===== src/hdl/matrix_multiply_engine_macros.svh =====
// Assertion macros for the matrix multiply engine.
// Used by the top level only; no other dependencies.
`ifndef MATRIX_MULTIPLY_ENGINE_MACROS_SVH
`define MATRIX_MULTIPLY_ENGINE_MACROS_SVH

// Same-cycle implication, disabled while reset is low.
`define MME_ASSERT_NOW(label, clk, rst_n, ante, cons) \
  label: assert property (@(posedge clk) disable iff (!rst_n) (ante) |-> (cons)) \
    else $error("mme: same-cycle check failed");

// Next-cycle implication, disabled while reset is low.
`define MME_ASSERT_NEXT(label, clk, rst_n, ante, cons) \
  label: assert property (@(posedge clk) disable iff (!rst_n) (ante) |=> (cons)) \
    else $error("mme: next-cycle check failed");

`endif


===== src/hdl/mme_pkg.sv =====
// Shared types and constants of the matrix multiply engine.
// No dependencies.
package mme_pkg;

  localparam int unsigned MODE_W = 2;
  localparam int unsigned IDX_W  = 3;
  localparam int unsigned ELEM_W = 16;
  localparam int unsigned PROD_W = 40;
  localparam int unsigned MUL_W  = 2 * ELEM_W;

  localparam logic [MODE_W-1:0] MODE_WRITE_A = 2'd0;
  localparam logic [MODE_W-1:0] MODE_WRITE_B = 2'd1;
  localparam logic [MODE_W-1:0] MODE_READ    = 2'd2;

  typedef enum logic [1:0] {
    ST_IDLE,
    ST_FETCH,
    ST_DRAIN
  } ctrl_state_e;

  // Controller to datapath
  typedef struct packed {
    logic accept;  // input word taken this cycle
    logic start;   // read word taken: clear sum, latch indices
    logic issue;   // fetch one A/B pair and step the inner index
    logic load;    // move the finished sum into the output register
  } mme_cmd_t;

  // Datapath to controller
  typedef struct packed {
    logic read_req;   // current input word is an in-range read
    logic last_k;     // inner index is at its final value
    logic pipe_busy;  // fetches or products still in flight
    logic out_free;   // output register can take a new word
  } mme_status_t;

endpackage


===== src/hdl/mme_in_if.sv =====
// Input channel of the matrix multiply engine: valid/ready plus one item.
// Depends on mme_pkg.
interface mme_in_if;
  logic                                    valid;
  logic                                    ready;
  logic        [mme_pkg::MODE_W-1:0]       mode;
  logic        [mme_pkg::IDX_W-1:0]        first_index;
  logic        [mme_pkg::IDX_W-1:0]        second_index;
  logic signed [mme_pkg::ELEM_W-1:0]       element_value;

  modport source (output valid, mode, first_index, second_index, element_value,
                  input ready);
  modport sink (input valid, mode, first_index, second_index, element_value,
                output ready);
endinterface


===== src/hdl/mme_out_if.sv =====
// Output channel of the matrix multiply engine: valid/ready plus one result.
// Depends on mme_pkg.
interface mme_out_if;
  logic                                    valid;
  logic                                    ready;
  logic signed [mme_pkg::PROD_W-1:0]       product_value;
  logic        [mme_pkg::IDX_W-1:0]        product_row;
  logic        [mme_pkg::IDX_W-1:0]        product_column;

  modport source (output valid, product_value, product_row, product_column,
                  input ready);
  modport sink (input valid, product_value, product_row, product_column,
                output ready);
endinterface


===== src/hdl/matrix_multiply_engine.sv =====
// Matrix product engine, OUT = A x B, on signed Q8.8 elements. Mode 0 words
// write one element of A at (row, inner index), mode 1 words write one element
// of B at (inner index, column); neither gives a result. A mode
// 2 word asks for OUT(row, column) and returns the exact Q24.16 dot product over
// the inner dimension, with its row and column. A read word keeps the input
// busy until its sum is loaded: one shared multiply-accumulate walks the inner
// index one step a cycle, behind the registered store reads and the product
// register. The result then sits in an output register, so the next word is
// taken while it waits. Out-of-range indices and mode 3 are taken and dropped.
// Store entries must be written before a read uses them; the stores are not
// cleared by reset.
// Depends on mme_pkg, mme_in_if, mme_out_if, mme_ctrl, mme_dp and the macros.
`include "matrix_multiply_engine_macros.svh"

module matrix_multiply_engine #(
  parameter int unsigned ROWS_OUT   = 8,
  parameter int unsigned INNER_SIZE = 8,
  parameter int unsigned COLS_OUT   = 8
) (
  input  logic      clk_i,
  input  logic      rst_ni,
  mme_in_if.sink    in_i,
  mme_out_if.source out_o
);

  mme_pkg::mme_cmd_t    cmd;
  mme_pkg::mme_status_t status;

  mme_ctrl u_ctrl (
    .clk_i      (clk_i),
    .rst_ni     (rst_ni),
    .in_valid_i (in_i.valid),
    .status_i   (status),
    .in_ready_o (in_i.ready),
    .cmd_o      (cmd)
  );

  mme_dp #(
    .ROWS_OUT   (ROWS_OUT),
    .INNER_SIZE (INNER_SIZE),
    .COLS_OUT   (COLS_OUT)
  ) u_dp (
    .clk_i            (clk_i),
    .rst_ni           (rst_ni),
    .cmd_i            (cmd),
    .status_o         (status),
    .mode_i           (in_i.mode),
    .first_index_i    (in_i.first_index),
    .second_index_i   (in_i.second_index),
    .element_value_i  (in_i.element_value),
    .out_ready_i      (out_o.ready),
    .out_valid_o      (out_o.valid),
    .product_value_o  (out_o.product_value),
    .product_row_o    (out_o.product_row),
    .product_column_o (out_o.product_column)
  );

  // Input is only open once every fetch and product has drained
  `MME_ASSERT_NOW(a_ready_pipe_empty, clk_i, rst_ni, in_i.ready, !status.pipe_busy)
  // A started read closes the input on the next cycle
  `MME_ASSERT_NEXT(a_start_closes_input, clk_i, rst_ni, cmd.start, !in_i.ready)
  // The sum is moved out only after the last product was added
  `MME_ASSERT_NOW(a_load_after_drain, clk_i, rst_ni, cmd.load, !status.pipe_busy)
  // A loaded sum is presented on the next cycle
  `MME_ASSERT_NEXT(a_load_shows_word, clk_i, rst_ni, cmd.load, out_o.valid)

endmodule


===== src/hdl/mme_ctrl.sv =====
// Controller of the matrix multiply engine: sequences accept, fetch, drain.
// Depends on mme_pkg.
module mme_ctrl (
  input  logic                 clk_i,
  input  logic                 rst_ni,
  input  logic                 in_valid_i,
  input  mme_pkg::mme_status_t status_i,
  output logic                 in_ready_o,
  output mme_pkg::mme_cmd_t    cmd_o
);

  mme_pkg::ctrl_state_e state_q, state_d;

  always_ff @(posedge clk_i or negedge rst_ni) begin
    if (!rst_ni) begin
      state_q <= mme_pkg::ST_IDLE;
    end else begin
      state_q <= state_d;
    end
  end

  always_comb begin
    state_d = state_q;
    case (state_q)
      mme_pkg::ST_IDLE: begin
        if (in_valid_i && status_i.read_req) begin
          state_d = mme_pkg::ST_FETCH;
        end
      end
      mme_pkg::ST_FETCH: begin
        if (status_i.last_k) begin
          state_d = mme_pkg::ST_DRAIN;
        end
      end
      mme_pkg::ST_DRAIN: begin
        if (!status_i.pipe_busy && status_i.out_free) begin
          state_d = mme_pkg::ST_IDLE;
        end
      end
      default: state_d = mme_pkg::ST_IDLE;
    endcase
  end

  always_comb begin
    in_ready_o   = 1'b0;
    cmd_o        = '0;
    case (state_q)
      mme_pkg::ST_IDLE: begin
        in_ready_o   = 1'b1;
        cmd_o.accept = in_valid_i;
        cmd_o.start  = in_valid_i && status_i.read_req;
      end
      mme_pkg::ST_FETCH: begin
        cmd_o.issue = 1'b1;
      end
      mme_pkg::ST_DRAIN: begin
        // hold the sum until the output register is free
        cmd_o.load = !status_i.pipe_busy && status_i.out_free;
      end
      default: begin
        in_ready_o = 1'b0;
      end
    endcase
  end

endmodule


===== src/hdl/mme_dp.sv =====
// Datapath of the matrix multiply engine: A and B stores, one shared
// multiply-accumulate and the output register. Depends on mme_pkg.
module mme_dp #(
  parameter int unsigned ROWS_OUT   = 8,
  parameter int unsigned INNER_SIZE = 8,
  parameter int unsigned COLS_OUT   = 8
) (
  input  logic                                clk_i,
  input  logic                                rst_ni,
  input  mme_pkg::mme_cmd_t                   cmd_i,
  output mme_pkg::mme_status_t                status_o,
  input  logic        [mme_pkg::MODE_W-1:0]   mode_i,
  input  logic        [mme_pkg::IDX_W-1:0]    first_index_i,
  input  logic        [mme_pkg::IDX_W-1:0]    second_index_i,
  input  logic signed [mme_pkg::ELEM_W-1:0]   element_value_i,
  input  logic                                out_ready_i,
  output logic                                out_valid_o,
  output logic signed [mme_pkg::PROD_W-1:0]   product_value_o,
  output logic        [mme_pkg::IDX_W-1:0]    product_row_o,
  output logic        [mme_pkg::IDX_W-1:0]    product_column_o
);

  localparam int unsigned A_DEPTH = ROWS_OUT * INNER_SIZE;
  localparam int unsigned B_DEPTH = INNER_SIZE * COLS_OUT;
  localparam int unsigned A_AW    = (A_DEPTH > 1) ? $clog2(A_DEPTH) : 1;
  localparam int unsigned B_AW    = (B_DEPTH > 1) ? $clog2(B_DEPTH) : 1;
  localparam int unsigned K_W     = (INNER_SIZE > 1) ? $clog2(INNER_SIZE) : 1;
  localparam int unsigned DIM_W   = 9;   // holds sizes up to 256
  localparam int unsigned ADDR_W  = 17;  // holds any full address sum

  logic signed [mme_pkg::ELEM_W-1:0] a_mem [A_DEPTH];
  logic signed [mme_pkg::ELEM_W-1:0] b_mem [B_DEPTH];

  logic        [mme_pkg::IDX_W-1:0]  row_q, col_q;
  logic        [K_W-1:0]             k_q;
  logic signed [mme_pkg::ELEM_W-1:0] a_rd_q, b_rd_q;
  logic                              rd_vld_q, prod_vld_q;
  logic signed [mme_pkg::MUL_W-1:0]  prod_q;
  logic signed [mme_pkg::PROD_W-1:0] acc_q;
  logic                              out_vld_q;
  logic signed [mme_pkg::PROD_W-1:0] out_val_q;
  logic        [mme_pkg::IDX_W-1:0]  out_row_q, out_col_q;

  logic [DIM_W-1:0]  first_ext, second_ext;
  logic              a_in_range, b_in_range, rd_in_range;
  logic              a_we, b_we;
  logic [ADDR_W-1:0] a_wa_full, b_wa_full, a_ra_full, b_ra_full;

  assign first_ext  = DIM_W'(first_index_i);
  assign second_ext = DIM_W'(second_index_i);

  assign a_in_range  = (first_ext < DIM_W'(ROWS_OUT))   && (second_ext < DIM_W'(INNER_SIZE));
  assign b_in_range  = (first_ext < DIM_W'(INNER_SIZE)) && (second_ext < DIM_W'(COLS_OUT));
  assign rd_in_range = (first_ext < DIM_W'(ROWS_OUT))   && (second_ext < DIM_W'(COLS_OUT));

  assign a_we = cmd_i.accept && (mode_i == mme_pkg::MODE_WRITE_A) && a_in_range;
  assign b_we = cmd_i.accept && (mode_i == mme_pkg::MODE_WRITE_B) && b_in_range;

  assign a_wa_full = ADDR_W'(first_index_i) * ADDR_W'(INNER_SIZE) + ADDR_W'(second_index_i);
  assign b_wa_full = ADDR_W'(first_index_i) * ADDR_W'(COLS_OUT) + ADDR_W'(second_index_i);
  assign a_ra_full = ADDR_W'(row_q) * ADDR_W'(INNER_SIZE) + ADDR_W'(k_q);
  assign b_ra_full = ADDR_W'(k_q) * ADDR_W'(COLS_OUT) + ADDR_W'(col_q);

  // Stores: one write and one registered read per cycle each
  always_ff @(posedge clk_i) begin
    if (a_we) begin
      a_mem[a_wa_full[A_AW-1:0]] <= element_value_i;
    end
    a_rd_q <= a_mem[a_ra_full[A_AW-1:0]];
  end

  always_ff @(posedge clk_i) begin
    if (b_we) begin
      b_mem[b_wa_full[B_AW-1:0]] <= element_value_i;
    end
    b_rd_q <= b_mem[b_ra_full[B_AW-1:0]];
  end

  // Indices of the element being built and the inner walk
  always_ff @(posedge clk_i) begin
    if (cmd_i.start) begin
      row_q <= first_index_i;
      col_q <= second_index_i;
    end
  end

  always_ff @(posedge clk_i or negedge rst_ni) begin
    if (!rst_ni) begin
      k_q        <= '0;
      rd_vld_q   <= 1'b0;
      prod_vld_q <= 1'b0;
    end else begin
      if (cmd_i.start) begin
        k_q <= '0;
      end else if (cmd_i.issue) begin
        k_q <= k_q + K_W'(1);
      end
      rd_vld_q   <= cmd_i.issue;
      prod_vld_q <= rd_vld_q;
    end
  end

  // Multiply into the product register, then accumulate on the next cycle
  always_ff @(posedge clk_i) begin
    prod_q <= a_rd_q * b_rd_q;
    if (cmd_i.start) begin
      acc_q <= '0;
    end else if (prod_vld_q) begin
      acc_q <= acc_q + mme_pkg::PROD_W'(prod_q);
    end
  end

  // Output register
  always_ff @(posedge clk_i or negedge rst_ni) begin
    if (!rst_ni) begin
      out_vld_q <= 1'b0;
    end else if (cmd_i.load) begin
      out_vld_q <= 1'b1;
    end else if (out_ready_i) begin
      out_vld_q <= 1'b0;
    end
  end

  always_ff @(posedge clk_i) begin
    if (cmd_i.load) begin
      out_val_q <= acc_q;
      out_row_q <= row_q;
      out_col_q <= col_q;
    end
  end

  assign out_valid_o      = out_vld_q;
  assign product_value_o  = out_val_q;
  assign product_row_o    = out_row_q;
  assign product_column_o = out_col_q;

  assign status_o.read_req  = (mode_i == mme_pkg::MODE_READ) && rd_in_range;
  assign status_o.last_k    = (k_q == K_W'(INNER_SIZE - 1));
  assign status_o.pipe_busy = rd_vld_q || prod_vld_q;
  assign status_o.out_free  = !out_vld_q || out_ready_i;

endmodule

===== src/flat_wrapper.sv =====
// flat-port wrapper written by rule: the top's interface ports become plain ports
module matrix_multiply_engine_flat 
#(
  parameter int unsigned ROWS_OUT   = 8,
  parameter int unsigned INNER_SIZE = 8,
  parameter int unsigned COLS_OUT   = 8
)
  (clk_i, rst_ni, in_i_valid, in_i_mode, in_i_first_index, in_i_second_index, in_i_element_value, in_i_ready, out_o_valid, out_o_product_value, out_o_product_row, out_o_product_column, out_o_ready);
  mme_in_if in_i_i ();
  mme_out_if out_o_i ();
  input  logic clk_i;
  input  logic rst_ni;
  input wire logic [$bits(in_i_i.valid)-1:0] in_i_valid;
  input wire logic [$bits(in_i_i.mode)-1:0] in_i_mode;
  input wire logic [$bits(in_i_i.first_index)-1:0] in_i_first_index;
  input wire logic [$bits(in_i_i.second_index)-1:0] in_i_second_index;
  input wire logic [$bits(in_i_i.element_value)-1:0] in_i_element_value;
  output wire logic [$bits(in_i_i.ready)-1:0] in_i_ready;
  output wire logic [$bits(out_o_i.valid)-1:0] out_o_valid;
  output wire logic [$bits(out_o_i.product_value)-1:0] out_o_product_value;
  output wire logic [$bits(out_o_i.product_row)-1:0] out_o_product_row;
  output wire logic [$bits(out_o_i.product_column)-1:0] out_o_product_column;
  input wire logic [$bits(out_o_i.ready)-1:0] out_o_ready;
  assign in_i_i.valid = in_i_valid;
  assign in_i_i.mode = in_i_mode;
  assign in_i_i.first_index = in_i_first_index;
  assign in_i_i.second_index = in_i_second_index;
  assign in_i_i.element_value = in_i_element_value;
  assign in_i_ready = in_i_i.ready;
  assign out_o_valid = out_o_i.valid;
  assign out_o_product_value = out_o_i.product_value;
  assign out_o_product_row = out_o_i.product_row;
  assign out_o_product_column = out_o_i.product_column;
  assign out_o_i.ready = out_o_ready;
  matrix_multiply_engine #(.ROWS_OUT(ROWS_OUT), .INNER_SIZE(INNER_SIZE), .COLS_OUT(COLS_OUT)) u_core (.clk_i(clk_i), .rst_ni(rst_ni), .in_i(in_i_i), .out_o(out_o_i));
endmodule

===== config.mk =====
export PLATFORM = sky130hd
export DESIGN_NAME = matrix_multiply_engine_flat
export DESIGN_NICKNAME = d
export VERILOG_FILES = /design/src/hdl/mme_pkg.sv /design/src/hdl/mme_in_if.sv /design/src/hdl/mme_out_if.sv /design/src/hdl/matrix_multiply_engine.sv /design/src/hdl/mme_ctrl.sv /design/src/hdl/mme_dp.sv /design/src/flat_wrapper.sv
export VERILOG_INCLUDE_DIRS = /design/src /design/src/hdl
export SDC_FILE = /design/constraint.sdc
export NUM_CORES = 2
export LEC_CHECK = 0
export BUFFER_PORTS_ARGS = -buffer_cell sky130_fd_sc_hd__buf_2
export CAP_MARGIN = 20
export CORE_ASPECT_RATIO = 0.9
export CORE_UTILIZATION = 30
export CTS_CLUSTER_DIAMETER = 60
export CTS_CLUSTER_SIZE = 28
export DETAILED_ROUTE_END_ITERATION = 8
export GPL_TIMING_DRIVEN = 0
export PLACE_DENSITY = 0.45
export SLEW_MARGIN = 20
export SYNTH_ARGS = -nofsm -noshare
export SYNTH_HDL_FRONTEND = slang
export SYNTH_HIERARCHICAL = 1
export SYNTH_SLANG_ARGS = --single-unit

===== constraint.sdc =====
create_clock -name clk_i -period 5.37 [get_ports clk_i]
set_input_delay 1.611 -clock clk_i [delete_from_list [all_inputs] [get_ports clk_i]]
set_output_delay 1.611 -clock clk_i [all_outputs]
set_load 0.005 [all_outputs]

==> flow_summary.yaml <==
run_status:
  outcome: "finished with violations"
  failing_checks: "negative setup slack"
sta:
  final_hold_viol_count: 0
  final.setup_skew_ns: 0.123
  min_period_over_period: 1.10
  worstMarginPinSlew_ns: 1.15
  setup_violation_total_in_the_final_timing_report: 16
  setup_slack_ns: -0.544
  max_clock_freq_ghz: 0.169
  slew_viol_final: 0
  final.min_clock_period_ns: 5.91
  fin_setup_tns_ns: -4.55
  hold-worst-slack_ns: 0.369
  slew-limit-headroom: 0.234
  setup_repair_after_global_routing_missed_its_margin: "yes"
job:
  max_cap_violations: 0
clocking:
  cts.sink_count: 2212
  clk_transition_reported_paths_ns: 0.08
  cts_max_level: 4
  tritoncts: "yes"
  insertion_delay_ns: 0.89
  clock_tree.root_cell: "clkbuf_16"
  ctsHoldBuffers: 0
  clock_tree.buffer_depth: 4
  cts_made_buffers: 168
synth:
  ys_warns: 6
  synth.cell_area_sq_mm: 0.0945
  cell_variety_after_synth: 75
  post_synth.cell_area_avg_sq_um: 20.1
  postSynth.topFlopCell: "edfxtp_1"
  syn-num-nets: 5115
  synth_async_sr_flop_share: 0.00362
  post_synth_inst_count: 4701
  edff_count_synth: 2100
  ys_seq_area_frac: 0.692
  postSynthRegisterBits: 2212
route:
  wire_per_inst_microns: 28.3
  vias: 46500
  wirelength_microns: 267000
  drtPass1Iterations: 5
  drc_markers: 0
  drt_first_iter_violations: 4487
  via_per_inst: 4.92
  postRouteAntennaNets: 0
floorplanning:
  placementRows: 195
  die_h_microns: 534
  coreArea_sq_mm: 0.314
  initial_utilization: 0.301
  die_width_microns: 593
  die-area_sq_mm: 0.317
  ios: 76
setup_path:
  end_kind: "flop"
  required_ns: 6.02
  rrSetupSlack_ns: -0.54
  critical_path_peak_fanout: 4
  crit_path_start_kind: "flop"
  cp_data_arrival_time_ns: 6.57
  timing_worst_setup_path_type: "reg2reg"
cells_and_area:
  mostFrequentLayoutCell: "edfxtp_1"
  fillerInstances: 29100
  layout-area-overhead-vs-synth_pct: 16.9
  multi_input_area_sq_mm: 0.0281
  layout_common_cells: "2100 x edfxtp_1, 672 x mux4_2, 285 x inv_1"
  finalNetCount: 5571
  final-seq-area_sq_mm: 0.0654
  post_route_cells_drive_above_1_share: 0.313
global_routing:
  grt_pass1_vias: 47500
  antenna_violations_before_repair: 33
  wire_length_of_the_first_global_routing_pass_microns: 375000
  grt_max_degree: 89
  global_routing_usage_summed_across_all_routing_layers: 0.167
  gr_overflow_total: 0
min_path:
  hp-class: "reg2reg"
placed_design:
  buffer_ports.inserted: 75
  place_hpwl_microns: 188000
  dpl_worst_slack_ns: -1.45
  globalplace.congestion: 0.828
==> metal layers <==
metal / vias up / track usage / wire length [microns]
met2: 1262 / 0.262 / 123000
met5: - / 0 / 36
met1: 25400 / 0.244 / 122000
met3: 254 / 0.0293 / 16600
met4: 6 / 0.0304 / 4710
li1: 19500 / - / -
==> critical path, stage by stage (launching register included) <==
cell and delay (ns):
dfxtp_4 0.37, clkbuf_16 0.15, and2_4 0.13, fa_1 0.49, inv_2 0.04, fa_2 0.55, fa_2 0.46, fa_1 0.51
inv_2 0.04, fa_1 0.53, fa_1 0.46, ha_4 0.30, and3_4 0.19, nand4_1 0.15, o31ai_4 0.33, a211oi_4 0.10
nor4_4 0.20, o211ai_1 0.17, a311oi_2 0.31, nor2_1 0.08, xnor2_1 0.12
==> repair_timing <==
item	in CTS	in global routing
setup buffers	54	24
cloned	0	1
setup endpoints to repair	22	19
pin swaps	67	59
resized for setup	196	68
==> synth_stat cells (all sizes together), types with 7 or more instances <==
master | instances | area (sq um)
nor3b | 7 | 52.6
nand2 | 177 | 667
mux2i | 23 | 230
nor2 | 195 | 737
edfxtp | 2100 | 63100
nand2b | 29 | 181
o21ai | 43 | 219
buf | 83 | 412
inv | 305 | 1140
a21o | 34 | 258
fa | 263 | 5270
clkbuf | 134 | 507
nor2b | 18 | 115
and3 | 8 | 50.1
mux4 | 672 | 15100
o22ai | 7 | 43.8
ha | 123 | 1540
nand3 | 15 | 75.1
nand3b | 7 | 52.6
dfxtp | 104 | 2080
and2 | 124 | 776
xnor2 | 36 | 315
a21oi | 50 | 262
a211oi | 14 | 105
o21a | 7 | 52.6
nand4 | 8 | 50.1
dfrtp | 8 | 200
a31oi | 12 | 75.1
xor2 | 32 | 280
==> state kept, by name (all words and copies together) (netlist names) <==
| name | count |
|---|---|
| u_core/u_dp/product_row_o | 3 |
| u_core/u_dp/b_rd_q | 16 |
| u_core/u_dp/a_rd_q | 16 |
| u_core/u_ctrl/state_q | 2 |
| u_core/u_dp/a_mem | 1024 |
| u_core/u_dp/out_valid_o | 1 |
| u_core/u_dp/col_q | 3 |
| u_core/u_dp/product_column_o | 3 |
| u_core/u_dp/k_q | 3 |
| u_core/u_dp/rd_vld_q | 1 |
| u_core/u_dp/prod_q | 32 |
| u_core/u_dp/row_q | 3 |
| u_core/u_dp/prod_vld_q | 1 |
| u_core/u_dp/product_value_o | 40 |
| u_core/u_dp/acc_q | 40 |
| u_core/u_dp/b_mem | 1024 |
==> stage by stage <==
stage | std cells | instance area (sq um) | util
6_report | 9435 | 110000 | 0.352
5_1_grt | 9423 | 110000 | 0.352
3_5_place_dp | 9045 | 103000 | 0.328
4_1_cts | 9397 | 110000 | 0.351
2_1_floorplan | 4701 | 94700 | -
3_3_place_gp | 8913 | 100000 | 0.320
==> worst paths after layout <==
| path | start | depth (start not counted) | to |
|---|---|---|---|
| min in group asynchronous | rst_ni | 1 | u_core/u_dp/k_q[0]$_DFFE_PN0P_ |
| worst max register to register | u_core/u_dp/b_rd_q[6]$_DFF_P_ | 20 | u_core/u_dp/prod_q[31]$_DFF_P_ |
| max in group asynchronous | rst_ni | 1 | u_core/u_dp/prod_vld_q$_DFF_PN0_ |
| worst max-delay path | u_core/u_dp/b_rd_q[6]$_DFF_P_ | 20 | u_core/u_dp/prod_q[31]$_DFF_P_ |
| worst min-delay path | u_core/u_dp/rd_vld_q$_DFF_PN0_ | 0 | u_core/u_dp/prod_vld_q$_DFF_PN0_ |
| worst min register to register | u_core/u_dp/rd_vld_q$_DFF_PN0_ | 0 | u_core/u_dp/prod_vld_q$_DFF_PN0_ |
==> layout make-up <==
cell class | count | share of cell area
flip-flops and latches | 2212 | 0.593
multi-input cells | 1967 | 0.255
well taps | 4137 | 0.0469
clock buffers | 178 | 0.0388
repair buffers | 287 | 0.0292
clock inverters | 120 | 0.0145
plain buffers | 216 | 0.0124
inverters | 305 | 0.0104
diodes | 13 | 0.000295
==> cells by family (layout without fill, tap and decap cells) <==
logic type	count (synthesis)	after routing	share of synthesized area
adders and majority gates	386	386	0.0720
xor gates and xnor gates	68	68	0.00630
AOI/OAI and AO/OA	204	204	0.0142
and+or+nand+nor	613	613	0.0311
DFF	2212	2212	0.692
muxes	696	696	0.163
other	0	13	0
buffers and inverters	522	1106	0.0218
Power is not shown: default switching activity piles up to over one toggle a cycle in this logic, so the estimate is an artifact.
